==> config.mk <==
export PLATFORM = sky130hd
export DESIGN_NAME = ped_result_buf
export DESIGN_NICKNAME = d
export VERILOG_FILES = /design/src/rtl/ped_pkg.sv /design/src/rtl/ped_result_buf.sv
export VERILOG_INCLUDE_DIRS = /design/src /design/src/rtl
export SDC_FILE = /design/constraint.sdc
export NUM_CORES = 1
export LEC_CHECK = 0
export BUFFER_PORTS_ARGS = -buffer_cell sky130_fd_sc_hd__buf_2
export CAP_MARGIN = 20
export CORE_ASPECT_RATIO = 1.1
export CORE_MARGIN = 4
export CORE_UTILIZATION = 51
export DETAILED_ROUTE_END_ITERATION = 10
export PLACE_DENSITY = 0.8
export RECOVER_POWER = 50
export SYNTH_ARGS = -nofsm -noshare
export SYNTH_HDL_FRONTEND = slang
export SYNTH_SLANG_ARGS = --single-unit
==> constraint.sdc <==
create_clock -name clk_i -period 3.25 [get_ports clk_i]
set_input_delay 0.1625 -clock clk_i [delete_from_list [all_inputs] [get_ports clk_i]]
set_output_delay 0.1625 -clock clk_i [all_outputs]
set_load 0.05 [all_outputs]
==> src/rtl/profile_edge_detector_unit_defines.svh <==
// assertion macros used by the profile edge detector result buffer
`ifndef PROFILE_EDGE_DETECTOR_UNIT_DEFINES_SVH
`define PROFILE_EDGE_DETECTOR_UNIT_DEFINES_SVH

// property checked on every rising clk_i edge, off while rst_ni is low
`define PED_ASSERT(label, prop, msg) \
  label: assert property (@(posedge clk_i) disable iff (!rst_ni) (prop)) else $error(msg);

// condition that must never be seen outside reset
`define PED_ASSERT_NEVER(label, expr, msg) \
  label: assert property (@(posedge clk_i) disable iff (!rst_ni) !(expr)) else $error(msg);

`endif

==> src/rtl/ped_pkg.sv <==
// constants and types of the profile edge detector
`timescale 1ns / 1ps

package ped_pkg;

  localparam int unsigned POS_BITS   = 16;
  localparam int unsigned VAL_BITS   = 8;
  localparam int unsigned GRAD_BITS  = 9;
  localparam int unsigned MAG_BITS   = 8;
  localparam int unsigned THR_BITS   = 8;
  localparam int unsigned SEEN_BITS  = 3;
  localparam int unsigned TAPS       = 5;
  localparam int unsigned RAW_DEPTH  = 4;
  localparam int unsigned POS_DEPTH  = 4;
  localparam int unsigned EDGE_SLOTS = 4;
  localparam int unsigned NUM_SLOTS  = EDGE_SLOTS + 1;
  localparam int unsigned SLOT_BITS  = 3;
  localparam int unsigned SUM_BITS   = 2 * VAL_BITS;

  localparam int unsigned S_TDATA_W = ((POS_BITS + VAL_BITS + 7) / 8) * 8;
  localparam int unsigned M_TDATA_W = ((POS_BITS + GRAD_BITS + 7) / 8) * 8;

  localparam logic [SLOT_BITS-1:0] END_SLOT   = SLOT_BITS'(EDGE_SLOTS);
  localparam logic [THR_BITS-1:0]  THR_RESET  = THR_BITS'(30);
  localparam logic [SEEN_BITS-1:0] SEEN_MAX   = '1;

  // q8 gaussian, sigma 1.1, sums to 256
  localparam logic [VAL_BITS-1:0] GAUSS_TAPS [TAPS] = '{
    VAL_BITS'(18), VAL_BITS'(62), VAL_BITS'(96), VAL_BITS'(62), VAL_BITS'(18)
  };

  typedef struct packed {
    logic [POS_BITS-1:0] pos;
    logic [VAL_BITS-1:0] value;
    logic                last;
  } sample_t;

  typedef struct packed {
    logic [POS_BITS-1:0]         pos;
    logic signed [GRAD_BITS-1:0] grad;
  } edge_t;

  // slot EDGE_SLOTS is the end marker, lower slots are edges oldest first
  typedef struct packed {
    logic [NUM_SLOTS-1:0]         valid;
    edge_t [EDGE_SLOTS-1:0]       edges;
  } bundle_t;

endpackage

==> src/rtl/ped_result_buf.sv <==
// result register holding one item's edges and end marker, sent oldest first
`timescale 1ns / 1ps
`include "profile_edge_detector_unit_defines.svh"

module ped_result_buf (
  input  logic                  clk_i,
  input  logic                  rst_ni,
  input  ped_pkg::bundle_t      bundle_i,
  input  logic                  load_i,
  output logic                  ready_o,
  output logic                  valid_o,
  input  logic                  taken_i,
  output ped_pkg::edge_t        edge_o,
  output logic                  end_o
);

  import ped_pkg::*;

  logic [NUM_SLOTS-1:0] valid_q, valid_d;
  edge_t                edges_q [EDGE_SLOTS];
  logic [SLOT_BITS-1:0] sel;
  logic                 found;
  logic                 take;
  logic                 end_sel;

  // lowest pending slot goes out first
  always_comb begin
    sel   = END_SLOT;
    found = 1'b0;
    for (int i = 0; i < NUM_SLOTS; i++) begin
      if (valid_q[i] && !found) begin
        sel   = SLOT_BITS'(i);
        found = 1'b1;
      end
    end
  end

  assign valid_o = |valid_q;
  assign take    = valid_o && taken_i;
  assign end_sel = (sel == END_SLOT);
  assign ready_o = (valid_q == '0) || ($onehot(valid_q) && take);
  assign end_o   = end_sel;
  assign edge_o  = end_sel ? edge_t'('0) : edges_q[sel[1:0]];

  always_comb begin
    valid_d = valid_q;
    if (load_i) begin
      valid_d = bundle_i.valid;
    end else if (take) begin
      valid_d = valid_q & ~(NUM_SLOTS'(1) << sel);
    end
  end

  always_ff @(posedge clk_i or negedge rst_ni) begin
    if (!rst_ni) begin
      valid_q <= '0;
    end else begin
      valid_q <= valid_d;
    end
  end

  always_ff @(posedge clk_i) begin
    if (load_i) begin
      for (int i = 0; i < EDGE_SLOTS; i++) edges_q[i] <= bundle_i.edges[i];
    end
  end

  `PED_ASSERT(a_no_adjacent_edges, load_i |-> !(bundle_i.valid[0] && bundle_i.valid[1]) && !(bundle_i.valid[1] && bundle_i.valid[2]) && !(bundle_i.valid[2] && bundle_i.valid[3]), "two neighbouring samples flagged as edges")
  `PED_ASSERT(a_flush_has_marker, load_i && (bundle_i.valid[EDGE_SLOTS-1:1] != '0) |-> bundle_i.valid[END_SLOT], "flushed edges without end marker")
  `PED_ASSERT(a_marker_is_final, take && end_sel |-> $onehot(valid_q), "end marker sent before pending edges")
  `PED_ASSERT_NEVER(a_load_over_pending, load_i && !ready_o, "result register overwritten with transfers pending")
  `PED_ASSERT(a_pending_held, valid_o && !taken_i |=> $stable(valid_q), "pending slots changed without a transfer")

endmodule

Yosys cells after proc, flatten, opt, wreduce, memory -nomap -nowiden:

Memories as Yosys holds them, arrays and structs flattened.
Index checks and enable logic that the tools add are counted.

* register bits: 5
* bits in writable memories: 100
* input bits: 109
* word-level logic and storage cells: 39
* memories kept: 1

Memory list
* edges_q: depth 4, width 25, read ports 1, clocked after memory_dff 0, wr ports 4, RTL line ped_result_buf.sv:20 `edge_t edges_q [EDGE_SLOTS];`

* $add $sub $neg: 4
* equality and inequality tests: 2
* shifts and indexed selects: 1
* multiplexer cells: 14
* bitwise operators: 2
* reduce and logical (&&, ||, !) cells: 14

Operator list (number)
* 25-bit 2-to-1 mux: 1
* 3-bit 2-to-1 mux: 5
* 5-bit 2-to-1 mux: 2
* 1-bit logical AND: 6
* 1-bit 2-to-1 mux: 6
* 5-bit AND: 1
* 5-bit zero test: 1
* 5-bit NOT: 1
* 5-bit OR reduction: 1
* 1-bit by 3-bit left shift with 5-bit output, first input constant: 1
* 1-bit by 1-bit adder with 2-bit output: 2
* 1-bit zero test: 4
* 2-bit by 2-bit adder with 3-bit output: 1
* 3-bit by 1-bit adder with 3-bit output: 1
* 3-bit by 1-bit equality test with 1-bit output, second input constant: 1
* 3-bit equality test, second input constant: 1
* 2-bit nonzero test: 1
* 1-bit logical OR: 1

Depth between registers and ports, before layout:

Gate-level depths: netlist of run 1.

* word-level depth: 18
* mapped depth: 8

Worst setup path before layout of run 1:

Ideal clock, no wire load.

* kind: register to output
* start: register valid_q[3]
* end: output ready_o
* arrival time: 3.678 ns
* path slack: -0.590 ns
* stages on the path, launching flop included: 9
* path through: dfrtp_1 > buf_2 > clkbuf_1 > inv_1 > fa_1 > inv_1 > fa_1 > ha_1 > o41ai_1

* cells in the longest elaborated chain, start to end: 6

Ends and longest elaborated chain
* start, declared: RTL line ped_result_buf.sv:19 `logic [NUM_SLOTS-1:0] valid_q, valid_d;`
* start signal, assigned: RTL line ped_result_buf.sv:58 `valid_q <= valid_d;`
* 1-bit by 1-bit adder with 2-bit output (implied by the code): RTL line ped_result_buf.sv:41 `assign ready_o = (valid_q == '0) || ($onehot(valid_q) && take);`
* 2-bit by 2-bit adder with 3-bit output (implied by the code): RTL line ped_result_buf.sv:41
* 3-bit by 1-bit adder with 3-bit output (implied by the code): RTL line ped_result_buf.sv:41
* 3-bit by 1-bit equality test with 1-bit output: RTL line ped_result_buf.sv:41
* 1-bit logical AND: RTL line ped_result_buf.sv:41
* 1-bit logical OR *: RTL line ped_result_buf.sv:41
* end, declared: RTL line ped_result_buf.sv:10 `output logic ready_o,`

Mark *: on every way between the ends. The rest lies on a longest branch, timed or not.

==> metrics.md, run 1 <==
| Metric | Value |
|---|---|
| Final weighted congestion in routability-driven placement | `0.7849` |
| Final Hold Fails | `0` |
| Post-synth EDFFs | `100` |
| Tot Pwr | `3.260 mW` |
| Asr flop ratio synth | `4.762%` |
| Chip width | `96.84 um` |
| Commonest non-fill, non-tap cell in the layout | `buf_2` |
| DR pass1 iterations | `5` |
| Max Fclk | `0.3506 GHz` |
| Worst setup EP type | `output port` |
| Flop2flop setup slack | `1.49 ns` |
| Gr ovfl total | `0` |
| Nets | `661` |
| Hold Path End | `valid_q[4]` |
| Clock skew | `0.0003501 ns` |
| Final core utilization | `76.09%` |
| TritonCTS clock tree | `yes` |
| Most frequent cells in the layout | `129 x buf_2, 101 x dlygate4sd3_1, 100 x edfxtp_1` |
| Aggregate routed wire length | `12540 um` |
| I/O pins | `137` |
| Antenna violations before repair | `1` |
| Starting density of the core | `52.66%` |
| Fin crit share | `87.77%` |
| First-pass GRT wire length | `19970 um` |
| Slew HR | `-70.26%` |
| Crit path max fanout | `25` |
| Crit-path slowest cell | `a21bo_2` |
| Post-CTS setup buffers | `0` |
| Clock root buffer | `clkbuf_8` |
| Vias in the first global route | `3901` |
| Failing checks | `capacitance limit, slew limit` |
| RR Startpoint | `valid_q[0]` |
| Final setup TNS | `0 ns` |
| Mean post-synth cell area | `13.97 um2` |
| P per Cell Area | `509.6 mW/mm2` |
| CP startpoint | `valid_q[0]` |
| Worst r2r dst | `valid_q[1]` |
| Clock Tree Buf Depth | `2` |
| DPL Wire Length | `6803 um` |
| Worst Reg-to-Reg Cells | `5` |
| Largest net degree at the start of global routing | `63` |
| Maxcap violations | `1` |
| Clk_lat worst skew | `0.35 ns` |
| Met3 wire length | `847 um` |
| CTS Sinks | `105` |
| Yosys warning total | `0` |
| Worst setup SP type | `register` |
| VDD IR max | `0.3421 mV` |
| Crit path cell chain | `inv_1 > ha_1 > a21bo_2 > nand3_1 > a31oi_1 > buf_2` |
| WHS | `0.02006 ns` |
| Via count | `3578` |
| Critical path class | `register to output port` |
| Synth cell types | `25` |
| DR iter-0 viols | `275` |
| Tmin final | `2.853 ns` |
| Gr usage total | `24.90%` |
| Status | `finished, violations left` |
| Seq/Total Area, Yosys | `70.64%` |
| Synth Cell Area | `0.004428 mm2` |
| DR WL met2 | `6516 um` |
| WP data arrival | `2.69 ns` |
| Cell count after synthesis | `317` |
| Min-delay src | `bundle_i[104]` |
| Cell family with most CP delay | `compound AO/OA/AOI/OAI gates` |
| DRC Markers | `0` |
| Placed Cells | `545` |
| Max layer used | `met4` |
| Layout Cells excl Fill | `664` |
| Worst slew pin tran | `2.554 ns` |
| Worst-path clk slew | `0.10 ns` |
| Total CTS buffers | `9` |
| FP Rows | `35` |
| Dominant synthesized flop cell | `edfxtp_1` |
| Unrepaired setup endpoints after global routing | `false` |
| Syn nets | `431` |
| Port Buf Inserts | `136` |
| Worst path bufs/invs | `2` |
| Area Overhead vs Synth | `44.48%` |
| Core Area | `0.008408 mm2` |
| Hold WC Path Type | `primary input to register` |
| Share of cells above drive strength 1 | `28.62%` |
| Die area | `0.01024 mm2` |
| Critical path data required time | `3.09 ns` |
| WL/cell | `18.89 um` |
| WP depth | `6` |
| Die height | `105.7 um` |
| Pins Over Slew Limit | `49` |
| Hold Path Cell Cnt | `3` |
| Setup violators final | `0` |
| P_leak | `2.635 nW` |
| Vias per cell | `5.389` |
| Routed Antenna Nets | `0` |
| Htree depth | `3` |
| M1 wire length | `4719 um` |
| Max incr delay on CP | `0.68 ns` |
| Flops & latches, synth | `105` |
-- sequential cells by signal (all words and copies together) (netlist names) --
register	cells
edges_q	100
valid_q	5
-- metal layers --
metal / GRT usage (%) / vias to the layer above
li1: - / 1662
met1: 29.95 / 1694
met2: 42.50 / 186
met3: 5.824 / 36
met4: 11.43 / 0
met5: 0 / -
-- cell usage after synthesis, drive strengths merged, types with 2 or more instances --
cell	instances	area, um2
clkbuf	11	41.29
a31oi	25	156.4
o21ai	32	163.9
edfxtp	100	3003
and2	25	156.4
ha	3	37.54
nand2	8	30.03
nand3	50	250.2
and3b	25	219.0
buf	14	81.32
dfrtp	5	125.1
o31ai	2	28.78
fa	2	40.04
inv	8	30.03
-- metrics by stage --
| stage | cell area [um2] | setup WS, ns |
|---|---|---|
| global route | 6397 | 0.2366 |
| floorplan | 4436 | 0.05709 |
| finish | 6397 | 0.3975 |
| detailed placement | 5192 | 0.7865 |
| CTS | 6394 | 0.3758 |
| global placement | 5192 | 0.8702 |
-- cells by family after synthesis --
logic type | Yosys count | share of synthesized area, %
buf+inv | 33 | 3.447
flops | 105 | 70.64
simple gates | 112 | 15.48
compound gates | 62 | 8.675
fa+ha+maj | 5 | 1.752
-- worst min-delay path, delay by kind of cell --
family,cells,cell delay [ns]
AOI/OAI and AO/OA,1,0.06
buffers and inverters,1,0.07
and+or+nand+nor,1,0.04
-- power by group --
part | switching [mW] | total (mW) | internal, mW
clock | 0.487 | 0.788 | 0.300
sequential | 0.0383 | 1.64 | 1.60
combinational | 0.547 | 0.834 | 0.287
total | 1.07 | 3.26 | 2.19
-- repair_timing --
action | 4_1_cts | 5_1_grt
resized for setup | 0 | 0
endpoints found under the hold margin | 105 | 0
hold buffers | 101 | 0
setup endpoints to repair | 0 | 0
-- worst max-delay path by stage --
stage                       endpoint  slack (ns)
after floorplan              ready_o        0.06
after global placement       ready_o        0.87
after detailed placement  edge_o[10]        0.79
after CTS                 edge_o[10]        0.38
after global routing       edge_o[9]        0.24
final                     edge_o[11]        0.40
-- layout make-up --
cell class	count	area [um2]
sequential	105	3128
fill	564	2011
timing repair buffer	244	1753
multi-input combinational	179	1155
tap	111	138.9
clock buffer	10	127.6
clock inverter	6	62.56
inverter	8	30.03
antenna	1	2.502
(Power assumes the default switching activity.)
==> inputs of run 2 (changes only) <==
--- a/config.mk
+++ b/config.mk
@@ -12,6 +12,7 @@
 export CORE_MARGIN = 4
 export CORE_UTILIZATION = 51
 export DETAILED_ROUTE_END_ITERATION = 10
+export HOLD_SLACK_MARGIN = 0.03
 export PLACE_DENSITY = 0.8
 export RECOVER_POWER = 50
 export SYNTH_ARGS = -nofsm -noshare
==> run 2 against run 1 <==
  * The run still ends with capacitance limit, slew limit left
  * Clock power barely moved
  * Cell count rose by 0.60%
  * Global-route usage increased by 0.13 points
  * Register-to-register slack barely moved
  * Count of clock-buffer cells in the layout stayed put
  * Via count up 0.39%
  * Worst setup slack improved by 0.0094 ns
  * Sequential share of layout area shrank 0.29 points
  * Die area unchanged
  * Critical path depth unchanged
  * Largest power group unchanged
  * Highest routed layer unchanged
==> metrics.md, run 2 (synthesis gave the netlist of run 1 again) <==
| Metric | Value |
|---|---|
| Final weighted congestion in routability-driven placement | `0.7849 (unchanged)` |
| Worst r2r dst | `valid_q[1]` |
| Final Hold Fails | `0 (unchanged)` |
| Max FFs per register | `100 (unchanged)` |
| Via count | `3592 (+0.39%)` |
| Total CTS buffers | `9 (unchanged)` |
| Worst-path clk slew | `0.10 ns (about the same)` |
| Die height | `105.7 um (unchanged)` |
| P per Cell Area | `507.0 mW/mm2 (-0.51%)` |
| Critical path class | `register to output port` |
| First-pass GRT wire length | `20090 um (+0.62%)` |
| Worst setup EP type | `output port` |
| Aggregate routed wire length | `12580 um (+0.30%)` |
| Tmin final | `2.843 ns (-0.009401 ns)` |
| VDD IR max | `0.3419 mV (about the same)` |
| Hold Path Cell Cnt | `3 (unchanged)` |
| P_leak | `2.649 nW (+0.53%)` |
| Design area | `0.006436 mm2 (+0.61%)` |
| Setup violators final | `0 (unchanged)` |
| Commonest non-fill, non-tap cell in the layout | `buf_2` |
| Gr ovfl total | `0 (unchanged)` |
| Pins Over Slew Limit | `49 (unchanged)` |
| Clk_lat worst skew | `0.35 ns (about the same)` |
| Slew HR | `-70.22% (about the same)` |
| Reg area | `0.003128 mm2 (unchanged)` |
| Crit path cell chain | `inv_1 > ha_1 > a21bo_2 > nand3_1 > a31oi_1 > buf_2` |
| Vias in the first global route | `3928 (+0.69%)` |
| Multi-input logic area | `0.001155 mm2 (unchanged)` |
| Core Area | `0.008408 mm2 (unchanged)` |
| Fillers | `559 (-0.89%)` |
| Clock Tree Buf Depth | `2 (unchanged)` |
| Max Fclk | `0.3517 GHz (+0.33%)` |
| Port Buf Inserts | `136 (unchanged)` |
| DPL Wire Length | `6803 um (unchanged)` |
| I/O pins | `137 (unchanged)` |
| DRC Markers | `0 (unchanged)` |
| DR iter-0 viols | `256 (-6.9%)` |
| Crit-path slowest cell | `a21bo_2` |
| Post-CTS setup buffers | `0 (unchanged)` |
| FP Rows | `35 (unchanged)` |
| Worst slew pin tran | `2.553 ns (-0.0005261 ns)` |
| Gr usage total | `25.04% (+0.13 points)` |
| Final setup TNS | `0 ns (unchanged)` |
| Clock root buffer | `clkbuf_8` |
| Hold WC Path Type | `primary input to register` |
| Largest net degree at the start of global routing | `63 (unchanged)` |
| Area Overhead vs Synth | `45.35%` |
| Routed Antenna Nets | `0 (unchanged)` |
| Chip width | `96.84 um (unchanged)` |
| Clock skew | `0.0003504 ns (+0.0000003330 ns)` |
| Worst Reg-to-Reg Cells | `5 (unchanged)` |
| Failing checks | `capacitance limit, slew limit` |
| Largest reg by FF count | `edges_q` |
| Die area | `0.01024 mm2 (unchanged)` |
| DR pass1 iterations | `5 (unchanged)` |
| TritonCTS clock tree | `yes` |
| Fin crit share | `87.48% (-0.29 points)` |
| CTS resizes | `0 (unchanged)` |
| Flop2flop setup slack | `1.50 ns (about the same)` |
| Share of cells above drive strength 1 | `28.24% (-0.39 points)` |
| Most frequent cells in the layout | `128 x buf_2, 105 x dlygate4sd3_1, 100 x edfxtp_1` |
| Post-CTS Hold Fix Bufs | `105 (+4.0%)` |
| Worst path bufs/invs | `2 (unchanged)` |
| Min-delay src | `bundle_i[101]` |
| CTS Sinks | `105 (unchanged)` |
| Crit path max fanout | `25 (unchanged)` |
| Starting density of the core | `52.66% (unchanged)` |
| RR Startpoint | `valid_q[0]` |
| Hold Path End | `valid_q[1]` |
| Placed inst area | `0.005192 mm2 (unchanged)` |
| Cell family with most CP delay | `compound AO/OA/AOI/OAI gates` |
| Nets | `665 (+0.61%)` |
| WL/cell | `18.83 um (-0.31%)` |
| Htree depth | `3 (unchanged)` |
| WP data arrival | `2.68 ns (about the same)` |
| Worst setup SP type | `register` |
| Antenna violations before repair | `1 (unchanged)` |
| Largest regs | `edges_q: 100 flops, valid_q: 5 flops` |
| Critical path data required time | `3.09 ns (about the same)` |
| Unrepaired setup endpoints after global routing | `false` |
| Max incr delay on CP | `0.68 ns (about the same)` |
| Status | `finished, violations left` |
| Vias per cell | `5.377 (-0.21%)` |
| Maxcap violations | `1 (unchanged)` |
[run 2: cell types whose count changed in the layout (fill, tap and decap cells not counted), sizes merged]
cell / change
buf: -1
clkbuf: +1
dlygate4sd3: +4
[run 2: final cells by class]
class                      count  share of cell area (%)
antenna                        1                 0.03888
clock buffer                  10                   1.983
clock inverter                 6                  0.9720
inverter                       8                  0.4666
multi-input combinational    179                   17.94
sequential                   105                   48.60
tap                          111                   2.158
timing repair buffer         248                   27.84
[run 2: worst max path at each step]
stage | startpoint | endpoint | slack [ns] | depth (start not counted)
3_5_place_dp | valid_q[0] | edge_o[10] | 0.79 | 6
2_1_floorplan | valid_q[3] | ready_o | 0.06 | 8
3_3_place_gp | valid_q[0] | ready_o | 0.87 | 7
6_report | valid_q[0] | edge_o[11] | 0.41 | 6
5_1_grt | valid_q[0] | edge_o[9] | 0.24 | 6
4_1_cts | valid_q[0] | edge_o[10] | 0.38 | 6
[run 2: per-stage QoR]
| step | worst slack, ns | total power [mW] | hold slack [ns] | utilization [%] | instances |
|---|---|---|---|---|---|
| finish | 0.4069 | 3.263 | 0.05466 | 76.55 | 668 |
| global route | 0.2357 | 3.391 | 0.04787 | 76.55 | 668 |
| CTS | 0.3758 | 3.238 | 0.03130 | 76.52 | 666 |
| detailed placement | 0.7865 | 2.385 | -0.01524 | 61.76 | 545 |
| global placement | 0.8702 | 2.366 | -0.01853 | 61.76 | 545 |
| floorplan | 0.05709 | 2.152 | -0.1331 | - | 317 |
[run 2: metal layers]
layer  global-route usage (%)  up-vias  wire length [um]
li1                         -     1669                 -
met1                    30.14     1716              4800
met2                    42.75      172              6565
met4                    11.43        0               433
met3                    5.824       35               779
met5                        0        -                 0
[run 2: power by group]
group | internal (mW) | total (mW) | switching, mW
logic | 0.290 | 0.838 | 0.547
clock network | 0.300 | 0.787 | 0.487
registers | 1.60 | 1.64 | 0.0385
total | 2.19 | 3.26 | 1.07
[run 2: worst min-delay path, stage by stage]
cell and delay, ns:
buf_2 0.09, nand2_1 0.05, o21ai_0 0.07
==> inputs of run 3 (changes only) <==
--- a/config.mk
+++ b/config.mk
@@ -8,13 +8,15 @@
 export LEC_CHECK = 0
 export BUFFER_PORTS_ARGS = -buffer_cell sky130_fd_sc_hd__buf_2
 export CAP_MARGIN = 20
+export CELL_PAD_IN_SITES_DETAIL_PLACEMENT = 1
+export CELL_PAD_IN_SITES_GLOBAL_PLACEMENT = 1
 export CORE_ASPECT_RATIO = 1.1
 export CORE_MARGIN = 4
-export CORE_UTILIZATION = 51
+export CORE_UTILIZATION = 40
 export DETAILED_ROUTE_END_ITERATION = 10
 export HOLD_SLACK_MARGIN = 0.03
-export PLACE_DENSITY = 0.8
-export RECOVER_POWER = 50
+export PLACE_DENSITY_LB_ADDON = 0.1
+export RECOVER_POWER = 100
 export SYNTH_ARGS = -nofsm -noshare
 export SYNTH_HDL_FRONTEND = slang
 export SYNTH_SLANG_ARGS = --single-unit
==> run 3 against run 2 <==
  * The run still ends with capacitance limit, slew limit left
  * Critical path depth increased by 1
  * Cell count is 5.2% higher
  * Non-clock buffer count did not move
  * Combinational power is essentially flat
  * Wire length rose by 8.4%
  * Die area is 25% higher
  * Sequential power about the same
  * Fmax decreased by 3.2%
  * Count of clock-buffer cells in the layout shrank 1
  * Largest power group unchanged
  * Highest routed layer unchanged
  * Worst setup slack worse by 0.094 ns
==> metrics.md, run 3 (synthesis gave the netlist of run 1 again) <==
| Metric | Value |
|---|---|
| Vias per cell | `5.065 (-5.8%)` |
| WP data arrival | `2.77 ns (+0.09 ns)` |
| Commonest non-fill, non-tap cell in the layout | `dlygate4sd3_1` |
| Largest net degree at the start of global routing | `56 (-11%)` |
| Vias in the first global route | `4103 (+4.5%)` |
| CP endpoint | `edge_o[6]` |
| Placed Cells | `584 (+7.2%)` |
| CP startpoint | `valid_q[0]` |
| Clk_lat worst skew | `0.34 ns (about the same)` |
| Routed Antenna Nets | `0 (unchanged)` |
| Area Overhead vs Synth | `48.38%` |
| Via count | `3561 (-0.86%)` |
| FP Rows | `40 (+14%)` |
| Max Fclk | `0.3404 GHz (-3.2%)` |
| DRC Markers | `0 (unchanged)` |
| Hold WC Path Type | `primary input to register` |
| Critical path data required time | `3.09 ns (about the same)` |
| Final setup TNS | `0 ns (unchanged)` |
| Reg area | `0.003129 mm2 (about the same)` |
| Gr usage total | `21.97% (-3.1 points)` |
| RR Startpoint | `valid_q[0]` |
| Aggregate routed wire length | `13630 um (+8.4%)` |
| Fillers | `1133 (+100%)` |
| Final weighted congestion in routability-driven placement | `0.7623 (-2.9%)` |
| Slew HR | `-92.10% (-22 points)` |
| Worst Reg-to-Reg Cells | `6 (+1)` |
| Nets | `665 (unchanged)` |
| Most frequent cells in the layout | `102 x dlygate4sd3_1, 100 x edfxtp_1, 95 x buf_2` |
| Die height | `118.4 um (+12%)` |
| Comb power frac | `23.2% (-2.5 points)` |
| Tmin final | `2.937 ns (+0.09427 ns)` |
| Worst-path clk slew | `0.06 ns (-0.04 ns)` |
| I/O pins | `137 (unchanged)` |
| Maxcap violations | `1 (unchanged)` |
| WP depth | `7 (+1)` |
| Final Hold Fails | `0 (unchanged)` |
| Clock root buffer | `clkbuf_16` |
| Largest reg by FF count | `edges_q` |
| Core Area | `0.01086 mm2 (+29%)` |
| Max FFs per register | `100 (unchanged)` |
| Reg power frac | `45.5% (-4.7 points)` |
| WHS | `0.04774 ns (-0.006921 ns)` |
| Port Buf Inserts | `136 (unchanged)` |
| Clock skew | `0.0004821 ns (+0.0001316 ns)` |
| Post-CTS setup buffers | `0 (unchanged)` |
| Unrepaired setup endpoints after global routing | `false` |
| Failing checks | `capacitance limit, slew limit` |
| DR pass1 iterations | `4 (-1)` |
| First-pass GRT wire length | `21250 um (+5.8%)` |
| P_int | `2.556 mW (+17%)` |
| Worst r2r dst | `valid_q[3]` |
| CTS Sinks | `105 (unchanged)` |
| WL/cell | `19.39 um (+3.0%)` |
| Share of cells above drive strength 1 | `27.16% (-1.1 points)` |
| P per Cell Area | `550.6 mW/mm2 (+8.6%)` |
| Crit path max fanout | `31 (+24%)` |
| Chip width | `108.3 um (+12%)` |
| Status | `finished, violations left` |
| Worst setup SP type | `register` |
| P_sw | `1.061 mW (-1.1%)` |
| Starting density of the core | `40.77% (-12 points)` |
| Worst setup EP type | `output port` |
| Total CTS buffers | `9 (unchanged)` |
| DPL Wire Length | `7939 um (+17%)` |
| VDD IR max | `0.3277 mV (-4.2%)` |
| Layout Cells excl Fill | `703 (+5.2%)` |
| P_leak | `2.677 nW (+1.0%)` |
| Ant diodes | `0 (-1)` |
| DR iter-0 viols | `192 (-25%)` |
| Setup violators final | `0 (unchanged)` |
| Clock Tree Buf Depth | `2 (unchanged)` |
| Fin crit share | `90.38% (+2.9 points)` |
| Switching share of power | `29.33% (-3.5 points)` |
| Antenna violations before repair | `0 (-1)` |
| Crit-path slowest cell | `a21bo_2` |
| Pins Over Slew Limit | `56 (+14%)` |
| Flop2flop setup slack | `1.61 ns (+0.11 ns)` |
| Worst slew pin tran | `2.881 ns (+0.3281 ns)` |
| Cell family with most CP delay | `compound AO/OA/AOI/OAI gates` |
| Critical path class | `register to output port` |
| Die area | `0.01282 mm2 (+25%)` |
| Gr ovfl total | `0 (unchanged)` |
| Htree depth | `3 (unchanged)` |
| Crit path cell chain | `inv_1 > ha_1 > buf_4 > a21bo_2 > nand3_1 > a31oi_1 > clkbuf_2` |
| TritonCTS clock tree | `yes` |
| Worst path bufs/invs | `3 (+1)` |
| Max incr delay on CP | `0.57 ns (-0.11 ns)` |
| Clock share of power | `31.4% (+7.3 points)` |
| Multi-input logic area | `0.001155 mm2 (unchanged)` |
| Largest regs | `edges_q: 100 flops, valid_q: 5 flops` |
## run 3: area by class of cell
class | count | area share (%)
clock buffers | 9 | 3.428
clock inverters | 7 | 1.295
inverters | 8 | 0.4571
multi-input cells | 179 | 17.58
flip-flops and latches | 105 | 47.63
well taps | 147 | 2.799
repair buffers | 248 | 26.81
## run 3: how the worst min path moves through the flow
stage                   from    endpoint  slack (ns)  cells after the start
4_1_cts        bundle_i[102]  valid_q[2]        0.03                      3
3_5_place_dp          rst_ni  valid_q[4]       -0.02                      1
3_3_place_gp          rst_ni  valid_q[4]       -0.01                      1
6_report       bundle_i[102]  valid_q[2]        0.05                      3
5_1_grt        bundle_i[102]  valid_q[2]        0.05                      3
2_1_floorplan         rst_ni  valid_q[0]       -0.13                      0
## run 3: worst min-delay path, delay by kind of cell
family / cells / cell delay, ns
and+or+nand+nor: 1 / 0.05
AOI/OAI and AO/OA: 1 / 0.06
buffers and inverters: 1 / 0.08
## run 3: power by group through the flow
stage	Sequential [mW]	Combinational [mW]	Clock (mW)
floorplan	1.65	0.502	0
global placement	1.67	0.720	0
detailed placement	1.67	0.735	0
CTS	1.64	0.834	1.17
global route	1.65	0.894	1.22
finish	1.64	0.839	1.13
## run 3: per-stage QoR
stage	utilization, %	cell area (um2)	worst slack [ns]	total power [mW]
global placement	48.33	5249	0.8679	2.387
detailed placement	48.33	5249	0.7450	2.405
finish	60.50	6570	0.3126	3.618
global route	60.50	6570	0.1327	3.771
CTS	60.59	6580	0.3271	3.642
floorplan	-	4436	0.05709	2.152
## run 3: layer usage
metal  share of wire [%]  wire length (um)  vias up  global-route usage, %
li1                    -                 -     1670                      -
met1                  38              5171     1772                  24.75
met2                  56              7615      107                  41.10
met3                 4.9               663       12                  4.205
met4                 1.3               181        0                  6.867
met5                   0                 0        -                      0
## run 3: what timing repair did
action                                 in CTS  in global routing
hold buffers                              102                  0
endpoints found under the hold margin     106                  0
gates resized for setup                     0                  0
